## src/hw/rtl/rsrt_pkg.sv

```systemverilog
package rsrt_pkg;

    localparam int VALUE_W     = 32;
    localparam int TAG_W       = 5;
    localparam int REG_IDX_W   = 4;
    localparam int ROB_TAG_W   = 4;
    localparam int S_TDATA_W   = 48;
    localparam int M_TDATA_W   = 40;
    // wide enough to compare a 4-bit field against a parameter up to 64
    localparam int CMP_W       = 7;

    localparam logic [TAG_W-1:0] TAG_NONE = '1;

    typedef enum logic [1:0] {
        CMD_READ   = 2'd0,
        CMD_RENAME = 2'd1,
        CMD_COMMIT = 2'd2,
        CMD_SHIFT  = 2'd3
    } cmd_t;

    typedef struct packed {
        logic                 rename;
        logic                 commit;
        logic                 shift;
        logic [ROB_TAG_W-1:0] tag;
    } tag_req_t;

    typedef struct packed {
        logic             busy;
        logic [TAG_W-1:0] tag;
        logic             hit;
    } tag_rsp_t;

    typedef struct packed {
        logic             is_read;
        logic             busy;
        logic [TAG_W-1:0] tag;
        logic             hit;
    } pend_t;

endpackage

```

## src/hw/rtl/register_status_rename_table.sv

```systemverilog
// Register status table: value, busy bit and reorder-buffer tag per register.
// Input beats on s_ carry one command each (read, rename, commit by tag,
// shift all tags down); every command yields exactly one result beat on m_.
// A result passes through the pending stage and then the output register before
// m_tvalid rises. One command is accepted per cycle while s_tready is high: the
// value memory is written by a commit at its own accepting edge, so a read in
// the very next cycle already sees it, and the tag search is a parallel compare
// over the tag flops.
// A pending stage and the output register part the two sides; when m_tready
// is low both fill and s_tready drops, and nothing is lost or repeated.
// Reset clears busy bits, sets every tag to none and marks all values unwritten
// (read as zero); there is no clearing pass, commands are taken right away.
// Read results carry value, busy and tag; other commands report value 0,
// busy 0, tag -1, and commit_hit tells whether a commit found its tag.
module register_status_rename_table #(
    parameter int NUM_REGS  = 16,
    parameter int ROB_DEPTH = 16
) (
    input  logic                              aclk,
    input  logic                              aresetn,
    input  logic                              s_tvalid,
    output logic                              s_tready,
    // cmd[1:0], reg_index[5:2], rob_tag[9:6], write_value[41:10], zero fill
    input  logic [rsrt_pkg::S_TDATA_W-1:0]    s_tdata,
    output logic                              m_tvalid,
    input  logic                              m_tready,
    // reg_value[31:0], reg_busy[32], reg_tag[37:33], commit_hit[38], zero fill
    output logic [rsrt_pkg::M_TDATA_W-1:0]    m_tdata
);
    import rsrt_pkg::*;

    localparam int IDX_W = $clog2(NUM_REGS);

    cmd_t                 cmd;
    logic [CMP_W-1:0]     ri_ext;
    logic [CMP_W-1:0]     rt_ext;
    logic                 ri_ok;
    logic                 rt_ok;
    logic [IDX_W-1:0]     ri_idx;
    logic [VALUE_W-1:0]   wr_value;
    logic                 s_accept;
    logic                 pend_advance;

    tag_req_t             tag_req;
    tag_rsp_t             tag_rsp;
    logic [IDX_W-1:0]     hit_idx;
    logic [VALUE_W-1:0]   rd_data;

    pend_t                pend_reg, pend_next;
    logic                 pend_valid_reg;
    logic                 m_tvalid_reg;
    logic [M_TDATA_W-1:0] m_tdata_reg, m_tdata_next;

    assign cmd      = cmd_t'(s_tdata[1:0]);
    assign ri_ext   = {3'b000, s_tdata[5:2]};
    assign rt_ext   = {3'b000, s_tdata[9:6]};
    assign wr_value = s_tdata[41:10];
    assign ri_ok    = ri_ext < CMP_W'(NUM_REGS);
    assign rt_ok    = rt_ext < CMP_W'(ROB_DEPTH);
    assign ri_idx   = ri_ext[IDX_W-1:0];

    assign pend_advance = !m_tvalid_reg || m_tready;
    assign s_tready     = !pend_valid_reg || pend_advance;
    assign s_accept     = s_tvalid && s_tready;

    assign tag_req.rename = s_accept && (cmd == CMD_RENAME) && ri_ok && rt_ok;
    assign tag_req.commit = s_accept && (cmd == CMD_COMMIT);
    assign tag_req.shift  = s_accept && (cmd == CMD_SHIFT);
    assign tag_req.tag    = s_tdata[9:6];

    rsrt_tag_table #(
        .NUM_REGS (NUM_REGS)
    ) u_tag_table (
        .aclk    (aclk),
        .aresetn (aresetn),
        .req     (tag_req),
        .idx     (ri_idx),
        .rsp     (tag_rsp),
        .hit_idx (hit_idx)
    );

    rsrt_value_mem #(
        .NUM_REGS (NUM_REGS)
    ) u_value_mem (
        .aclk    (aclk),
        .aresetn (aresetn),
        .wr_en   (tag_req.commit && tag_rsp.hit),
        .wr_addr (hit_idx),
        .wr_data (wr_value),
        .rd_en   (s_accept && (cmd == CMD_READ)),
        .rd_addr (ri_idx),
        .rd_data (rd_data)
    );

    always_comb begin
        pend_next.is_read = (cmd == CMD_READ) && ri_ok;
        pend_next.busy    = pend_next.is_read ? tag_rsp.busy : 1'b0;
        pend_next.tag     = pend_next.is_read ? tag_rsp.tag : TAG_NONE;
        pend_next.hit     = (cmd == CMD_COMMIT) && tag_rsp.hit;
    end

    always_comb begin
        m_tdata_next = {1'b0, pend_reg.hit, pend_reg.tag, pend_reg.busy,
                        (pend_reg.is_read ? rd_data : VALUE_W'(0))};
    end

    always_ff @(posedge aclk) begin
        if (s_accept) begin
            pend_reg <= pend_next;
        end
        if (pend_valid_reg && pend_advance) begin
            m_tdata_reg <= m_tdata_next;
        end
    end

    always_ff @(posedge aclk) begin
        if (!aresetn) begin
            pend_valid_reg <= 1'b0;
            m_tvalid_reg   <= 1'b0;
        end else begin
            if (s_accept) begin
                pend_valid_reg <= 1'b1;
            end else if (pend_advance) begin
                pend_valid_reg <= 1'b0;
            end
            if (pend_valid_reg && pend_advance) begin
                m_tvalid_reg <= 1'b1;
            end else if (m_tready) begin
                m_tvalid_reg <= 1'b0;
            end
        end
    end

    assign m_tvalid = m_tvalid_reg;
    assign m_tdata  = m_tdata_reg;

    a_accept_fills_pend: assert property (@(posedge aclk) disable iff (!aresetn)
        s_accept |=> pend_valid_reg)
        else $error("accepted beat did not reach pending stage");

    a_pend_holds: assert property (@(posedge aclk) disable iff (!aresetn)
        (pend_valid_reg && !pend_advance) |=> (pend_valid_reg && $stable(pend_reg)))
        else $error("pending stage lost while output stalled");

    a_hit_only_commit: assert property (@(posedge aclk) disable iff (!aresetn)
        (s_accept && cmd != CMD_COMMIT) |=> !pend_reg.hit)
        else $error("commit hit flagged on non-commit");

    a_nonread_defaults: assert property (@(posedge aclk) disable iff (!aresetn)
        (s_accept && cmd != CMD_READ) |=> (pend_reg.tag == TAG_NONE && !pend_reg.busy))
        else $error("non-read result carries register status");

    a_out_from_pend: assert property (@(posedge aclk) disable iff (!aresetn)
        (m_tvalid_reg && !$past(m_tvalid_reg)) |-> $past(pend_valid_reg))
        else $error("output beat without pending item");

endmodule

```

## src/hw/rtl/rsrt_value_mem.sv

```systemverilog
module rsrt_value_mem #(
    parameter int NUM_REGS = 16
) (
    input  logic                                   aclk,
    input  logic                                   aresetn,
    input  logic                                   wr_en,
    input  logic [$clog2(NUM_REGS)-1:0]            wr_addr,
    input  logic [rsrt_pkg::VALUE_W-1:0]           wr_data,
    input  logic                                   rd_en,
    input  logic [$clog2(NUM_REGS)-1:0]            rd_addr,
    output logic [rsrt_pkg::VALUE_W-1:0]           rd_data
);
    import rsrt_pkg::*;

    logic [VALUE_W-1:0]  mem [NUM_REGS];
    logic [NUM_REGS-1:0] written_reg;
    logic [VALUE_W-1:0]  rd_data_reg;
    logic                rd_written_reg;

    always_ff @(posedge aclk) begin
        if (wr_en) begin
            mem[wr_addr] <= wr_data;
        end
        if (rd_en) begin
            rd_data_reg <= mem[rd_addr];
        end
    end

    // entries never written read as zero
    always_ff @(posedge aclk) begin
        if (!aresetn) begin
            written_reg    <= '0;
            rd_written_reg <= 1'b0;
        end else begin
            if (wr_en) begin
                written_reg[wr_addr] <= 1'b1;
            end
            if (rd_en) begin
                rd_written_reg <= written_reg[rd_addr];
            end
        end
    end

    assign rd_data = rd_written_reg ? rd_data_reg : '0;

endmodule

```

## src/hw/rtl/rsrt_tag_table.sv

```systemverilog
module rsrt_tag_table #(
    parameter int NUM_REGS = 16
) (
    input  logic                          aclk,
    input  logic                          aresetn,
    input  rsrt_pkg::tag_req_t            req,
    input  logic [$clog2(NUM_REGS)-1:0]   idx,
    output rsrt_pkg::tag_rsp_t            rsp,
    output logic [$clog2(NUM_REGS)-1:0]   hit_idx
);
    import rsrt_pkg::*;

    localparam int IDX_W = $clog2(NUM_REGS);

    logic [NUM_REGS-1:0] busy_reg;
    logic [TAG_W-1:0]    tag_reg [NUM_REGS];
    logic [TAG_W-1:0]    key;
    logic                hit;

    assign key = {1'b0, req.tag};

    // lowest-numbered match wins
    always_comb begin
        hit     = 1'b0;
        hit_idx = '0;
        for (int i = NUM_REGS - 1; i >= 0; i--) begin
            if (tag_reg[i] == key) begin
                hit     = 1'b1;
                hit_idx = IDX_W'(i);
            end
        end
    end

    assign rsp.busy = busy_reg[idx];
    assign rsp.tag  = tag_reg[idx];
    assign rsp.hit  = hit;

    always_ff @(posedge aclk) begin
        if (!aresetn) begin
            busy_reg <= '0;
            for (int i = 0; i < NUM_REGS; i++) begin
                tag_reg[i] <= TAG_NONE;
            end
        end else begin
            if (req.rename) begin
                busy_reg[idx] <= 1'b1;
                tag_reg[idx]  <= key;
            end
            if (req.commit && hit) begin
                busy_reg[hit_idx] <= 1'b0;
                tag_reg[hit_idx]  <= TAG_NONE;
            end
            if (req.shift) begin
                for (int i = 0; i < NUM_REGS; i++) begin
                    if (!tag_reg[i][TAG_W-1]) begin
                        tag_reg[i] <= tag_reg[i] - TAG_W'(1);
                    end
                end
            end
        end
    end

endmodule

```

## config.mk

```make
export PLATFORM = sky130hd
export DESIGN_NAME = register_status_rename_table
export DESIGN_NICKNAME = d
export VERILOG_FILES = /design/src/hw/rtl/rsrt_pkg.sv /design/src/hw/rtl/register_status_rename_table.sv /design/src/hw/rtl/rsrt_value_mem.sv /design/src/hw/rtl/rsrt_tag_table.sv
export SDC_FILE = /design/constraint.sdc
export NUM_CORES = 1
export LEC_CHECK = 0
export ABC_AREA = 1
export BUFFER_PORTS_ARGS = -buffer_cell sky130_fd_sc_hd__buf_2
export CELL_PAD_IN_SITES_DETAIL_PLACEMENT = 1
export CELL_PAD_IN_SITES_GLOBAL_PLACEMENT = 2
export CORE_ASPECT_RATIO = 1.1
export CORE_UTILIZATION = 44
export DETAILED_ROUTE_END_ITERATION = 7
export PLACE_DENSITY_LB_ADDON = 0.1
export SLEW_MARGIN = 40
export SYNTH_ARGS = -nofsm -noshare
export SYNTH_HDL_FRONTEND = slang
export SYNTH_SLANG_ARGS = --single-unit
```

## constraint.sdc

```tcl
create_clock -name aclk -period 4.1 [get_ports aclk]
set_clock_uncertainty 0.1 [all_clocks]
set_input_delay 0.205 -clock aclk [delete_from_list [all_inputs] [get_ports aclk]]
set_output_delay 0.205 -clock aclk [all_outputs]
set_load 0.005 [all_outputs]
```

Yosys cells after proc, flatten, opt, wreduce, memory -nomap -nowiden
Memory sizes are Yosys's and may differ from the RTL's. A register that Yosys moved wholly into a read port is not among the register bits. Cells that the tools add are included.

Register bits after elaboration: 77. Memory bits (writable): 592. Input bits: 52. Output and inout port bits: 42. Word-level logic and storage cells: 238. Memories: 2.

Add/subtract/negate cells: 16. $lt $le $gt $ge: 6. Eq/ne operators: 19. Multiplexer cells: 141. Bitwise logic cells: 20. Reduce and logical (&&, ||, !) cells: 24.

Memory list: u_value_mem.mem (words 16, bits a word 32, read ports 1, clocked after memory_dff 1, wr ports 1, RTL line rsrt_value_mem.sv:15) `logic [VALUE_W-1:0] mem [NUM_REGS];`; u_tag_table.tag_reg (words 16, bits a word 5, read ports 17, clocked after memory_dff 1, wr ports 16, RTL line rsrt_tag_table.sv:16) `logic [TAG_W-1:0] tag_reg [NUM_REGS];`.

Operators by type and width (count): 2-to-1 mux 1 bit (98); 2-to-1 mux 5 bit (18); equality test 5 x 4 -> 1 bit (16); subtractor 5 x 1 -> 5 bit, second input constant (16); 2-to-1 mux 4 bit (18); 2-to-1 mux 16 bit (3); OR 16 bit (2); < comparator 4 x 5 -> 1 bit, second input constant (4); bitwise AND 16 bit (1); NOT 16 bit (1); OR 1 bit (16); logical AND 1 bit (13); OR reduction 5 bit (2); binary-select mux 1 bit (select 4 bit) (2); demux 1 bit (select 4 bit) (2); greater-or-equal comparator 4 x 1 -> 1 bit, second input constant (2); equality test 2 bit, second input constant (2); nonzero test 2 bit (2); logical NOT 1 bit (3); equality test 2 x 1 -> 1 bit, second input constant (1); logical NOT 2 bit (1); logical OR 1 bit (2); AND reduction 2 bit (1).

Logic depth before layout (Yosys ltp)
An unclocked memory read counts as a cell.

Depth after elaboration: 25. Gate-level depth with buffers: 26. Mapped depth without buffers: 25.

Cells and area by module
Synthesis repeated with hierarchy kept, for this count alone.

Cell total of the unflattened synthesis: 2987. Area, all modules: 31467.7 sq um.

Modules (own cells, without submodules): rsrt_value_mem (instances 1, cells an instance 1682, area each 21967.3 sq um, sequential area each 16676.0 sq um); rsrt_tag_table (instances 1, cells an instance 1156, area each 7642.3 sq um, sequential area each 1921.8 sq um); register_status_rename_table (instances 1, cells an instance 149, area each 1858.0 sq um, sequential area each 1451.4 sq um).

Least setup slack after synthesis
OpenSTA, ideal clock, no wires.

Kind: reg-to-reg. Start: memory u_tag_table.tag_reg[15][2]. End: memory u_value_mem.mem[1][0], enable pin. Setup time: 0.387 ns. Data arrival time: 2.608 ns. Data required time: 3.613 ns. Setup slack: 1.006 ns. Cell stages (with the launch flop): 24. Buffers on the path: 0. Period minus slack after synthesis: 3.094 ns. Cells stage by stage: edfxtp_1 inv_1 nand2_1 nand2_1 nand3_1 nor2_1 nand2_1 nand2_1 nand2_1 nand2_1 nand2_1 nand2_1 nand2_1 nand2_1 nand2_1 nand2_1 nand2_1 nand2_1 nand2_1 nand2_1 nand2_1 nor2_1 nand2_1 inv_1.

RTL lines (RTL line): from (decl) (rsrt_tag_table.sv:16); to (decl) (rsrt_value_mem.sv:15).

==> results.py <==
metrics = {
    "status": {
        "status": "completed",
    },
    "synth": {
        "synth_area_leaders": "edfxtp_1 (68%), a22oi_1 (6.7%), nand2_1 (4.2%)",
        "synth-simple-area-share_pct": 11.0,
        "yosysSeqAreaShare_pct": 70.1,
        "netlist_top_cells_count": "edfxtp_1 (671), nand2_1 (333), a22oi_1 (265)",
        "synth_area_mm2": 0.0297,
        "synth-compound-area-share_pct": 13.0,
        "yosysWarnings": 0,
        "synth_area_per_cell_um2": 12.6,
        "synth_ff_type": "edfxtp_1",
        "synth_fa_ha_area_share_pct": 0.673,
        "ys_types": 48,
        "synth_top_cell_by_area": "edfxtp_1",
        "yosysTopAreaCellShare_pct": 67.7,
        "synth_mux_area_share_pct": 0,
        "ys_async_sr_fraction_pct": 0,
        "syn_inst": 2355,
        "yosysMostFrequentCell": "edfxtp_1",
        "ys_ff_latch": 706,
        "synth_xor_area_share_pct": 0.442,
        "synth_edf_count": 671,
        "postSynthNetCount": 2423,
        "synth_top_family_by_area": "compound AO/OA/AOI/OAI gates",
    },
    "cts": {
        "clkSlewWorstSetupHoldPaths_ps": 60,
        "numClockSinks": 706,
        "cts_root_buf": "clkbuf_16",
        "clockBufferDepth": 3,
        "htreeDepth": 3,
        "numCtsBuffers": 75,
        "clk_latency_ps": 620,
        "cts_tree": "built",
    },
    "sta": {
        "fmax_mhz": 274,
        "rsz0062_at_grt": "no",
        "finalHoldViolCount": 0,
        "setup_tns_ps": 0,
        "min_period_ps": 3650,
        "setup_violations": 0,
        "tightest_slew_ps": 839,
        "period_share_pct": 89.1,
        "fin_ws_ps": 447,
        "holdWs_ps": 31.2,
        "final_max_slew_viol_count": 0,
        "slew_headroom_pct": 44.1,
    },
    "detailed_routing": {
        "ant_nets": 0,
        "routed-via-count": 20300,
        "dr.pass1.iters": 5,
        "routed_wl_mm": 92.1,
        "via_per_inst": 5.94,
        "drt-wirelength-per-cell_um": 26.9,
        "route.detailed.drc": 0,
        "drt_iter0_markers": 1225,
    },
    "floorplanning": {
        "num_rows": 99,
        "core-area_mm2": 0.0666,
        "start_util_pct": 44.6,
        "die_x_um": 250,
        "io_pins": 94,
        "die_area_mm2": 0.0687,
        "dieHeight_um": 275,
    },
    "hold_path": {
        "min_path_cells": 3,
        "hp-class": "input pin to flop",
    },
    "critical_path": {
        "path_delay_family": "simple AND/OR/NAND/NOR gates",
        "rr_worst_depth": 15,
        "critical_path_buf_inv_count": 1,
        "path_cells": "inv_1 > o21ai_1 > a221oi_1 > nand3_1 > nand2_1 > nor2_1 > nand2_2 > nor2_2 > nor2_2 > nand2_2 > nand2_1 > nand2_2 > nor2_4 > nand4_1 > nand3_1",
        "path_depth": 15,
        "critPathLaunchType": "flop",
        "crit_type": "flop to flop",
        "cp_common_cell": "nand2_2",
        "endpoint_kind": "flop",
        "cpPeakStageDelay_ps": 480,
        "crit_path_max_fanout": 22,
        "cpMaxStageDelayCell": "nor2_4",
        "cp.arrival_ps": 3840,
        "critPathRequiredTime_ps": 4290,
    },
    "global_route": {
        "grt_pass1_vias": 21400,
        "antenna_found_initial": 1,
        "grt_use_total_pct": 26.8,
        "grt_pass1_wl_mm": 137,
        "grt_overflow": 0,
        "grt_max_degree": 101,
    },
    "pwr": {
        "ir_worst_vdd_mv": 0.416,
        "power.leakage_nw": 12.5,
        "finalPower_mw": 15.8,
        "powerDensity_mw_per_mm2": 456,
    },
    "place": {
        "port_buffers": 86,
        "dp_hpwl_mm": 55.0,
        "place_ws_ps": 355,
        "gp_congestion": 0.876,
        "dp.cells": 3254,
    },
    "layout": {
        "nets": 2577,
        "largest_register_ffs": 512,
        "antenna_cells": 0,
        "drive_gt1_share_pct": 14.5,
        "nFillCells": 6713,
        "synthToLayoutAreaGrowth_pct": 16.3,
        "final_cells": 3424,
    },
    "job": {
        "maxCapViolations": 0,
    },
}
[power by group]
part	switching [mW]	leakage (nW)	internal, mW	total [mW]
Clock	2.84	1.20	4.07	6.92
Sequential	0.0263	6.24	7.95	7.97
Combinational	0.625	5.08	0.246	0.871
Total	3.50	12.5	12.3	15.8
[final timing paths]
kind	startpoint	end	slack (ps)
setup / recovery	u_tag_table.tag_reg[6][0]	u_tag_table.tag_reg[0][4]	450
hold / removal	s_tvalid	pend_valid_reg	30
setup reg to reg	u_tag_table.tag_reg[6][0]	u_tag_table.tag_reg[0][4]	450
hold reg to reg	m_tdata_next[35]	m_tdata[35]	330
[repair_timing]
item,4_1_cts,5_1_grt
endpoints found under the hold margin,516,0
hold buffers,36,0
setup buffers,0,0
resized for setup,0,0
[layout by cell type (no fill, tap or decap), drive strengths merged, types with 5 or more instances in the layout]
cell,count
o211ai,5
buf,180
clkbuf,94
o2111ai,5
dfxtp,35
xnor2,8
a21oi,171
o22ai,41
nor2,100
o31ai,12
a22oi,265
xor2,7
edfxtp,671
o21ai,56
nand4,100
nand2,342
bufinv,9
nor3,12
o221ai,9
inv,211
or4,32
nand3,80
clkinvlp,5
dlygate4sd3,36
clkinv,23
a221oi,16
or2,13
ha,16
[worst register-to-register path: cells and delay by family, from the launching register on]
family,cells,cell delay [ps]
AO/OA/AOI/OAI,2,330
AND/OR/NAND/NOR,12,2270
buffers and inverters,1,180
flip-flops,1,450
[routing by layer]
layer | global-route usage (%) | vias to the layer above | part of all wire, %
li1 | - | 9177 | -
met5 | 0 | - | 0.011
met4 | 10.1 | 2 | 3.4
met1 | 32.7 | 10500 | 40
met2 | 48.5 | 533 | 52
met3 | 3.60 | 159 | 4.5
[per-stage QoR]
stage               cell area (um^2)  utilization (%)
detailed placement             31800             47.6
floorplan                      29700                -
finish                         34600             51.9
global placement               31700             47.6
CTS                            34600             51.9
global route                   34600             51.9
[logic make-up (layout without fill, tap and decap cells)]
group                      count (synthesis)  after routing
buffers and inverters                    347            558
AOI/OAI and AO/OA                        590            590
other                                      1              1
and+or+nand+nor                          680            680
adders and majority gates                 16             16
xor gates and xnor gates                  15             15
DFF                                      706            706
[layout make-up]
cell class	instances	area, um^2	share of cell area [%]
flip-flops and latches	706	20900	60.3
repair buffers	216	1840	5.32
inverters	208	795	2.30
well taps	858	1070	3.10
clock inverters	40	477	1.38
clock buffers	94	2010	5.81
multi-input cells	1302	7550	21.8
Note: power is estimated with default switching activity, not from simulation.
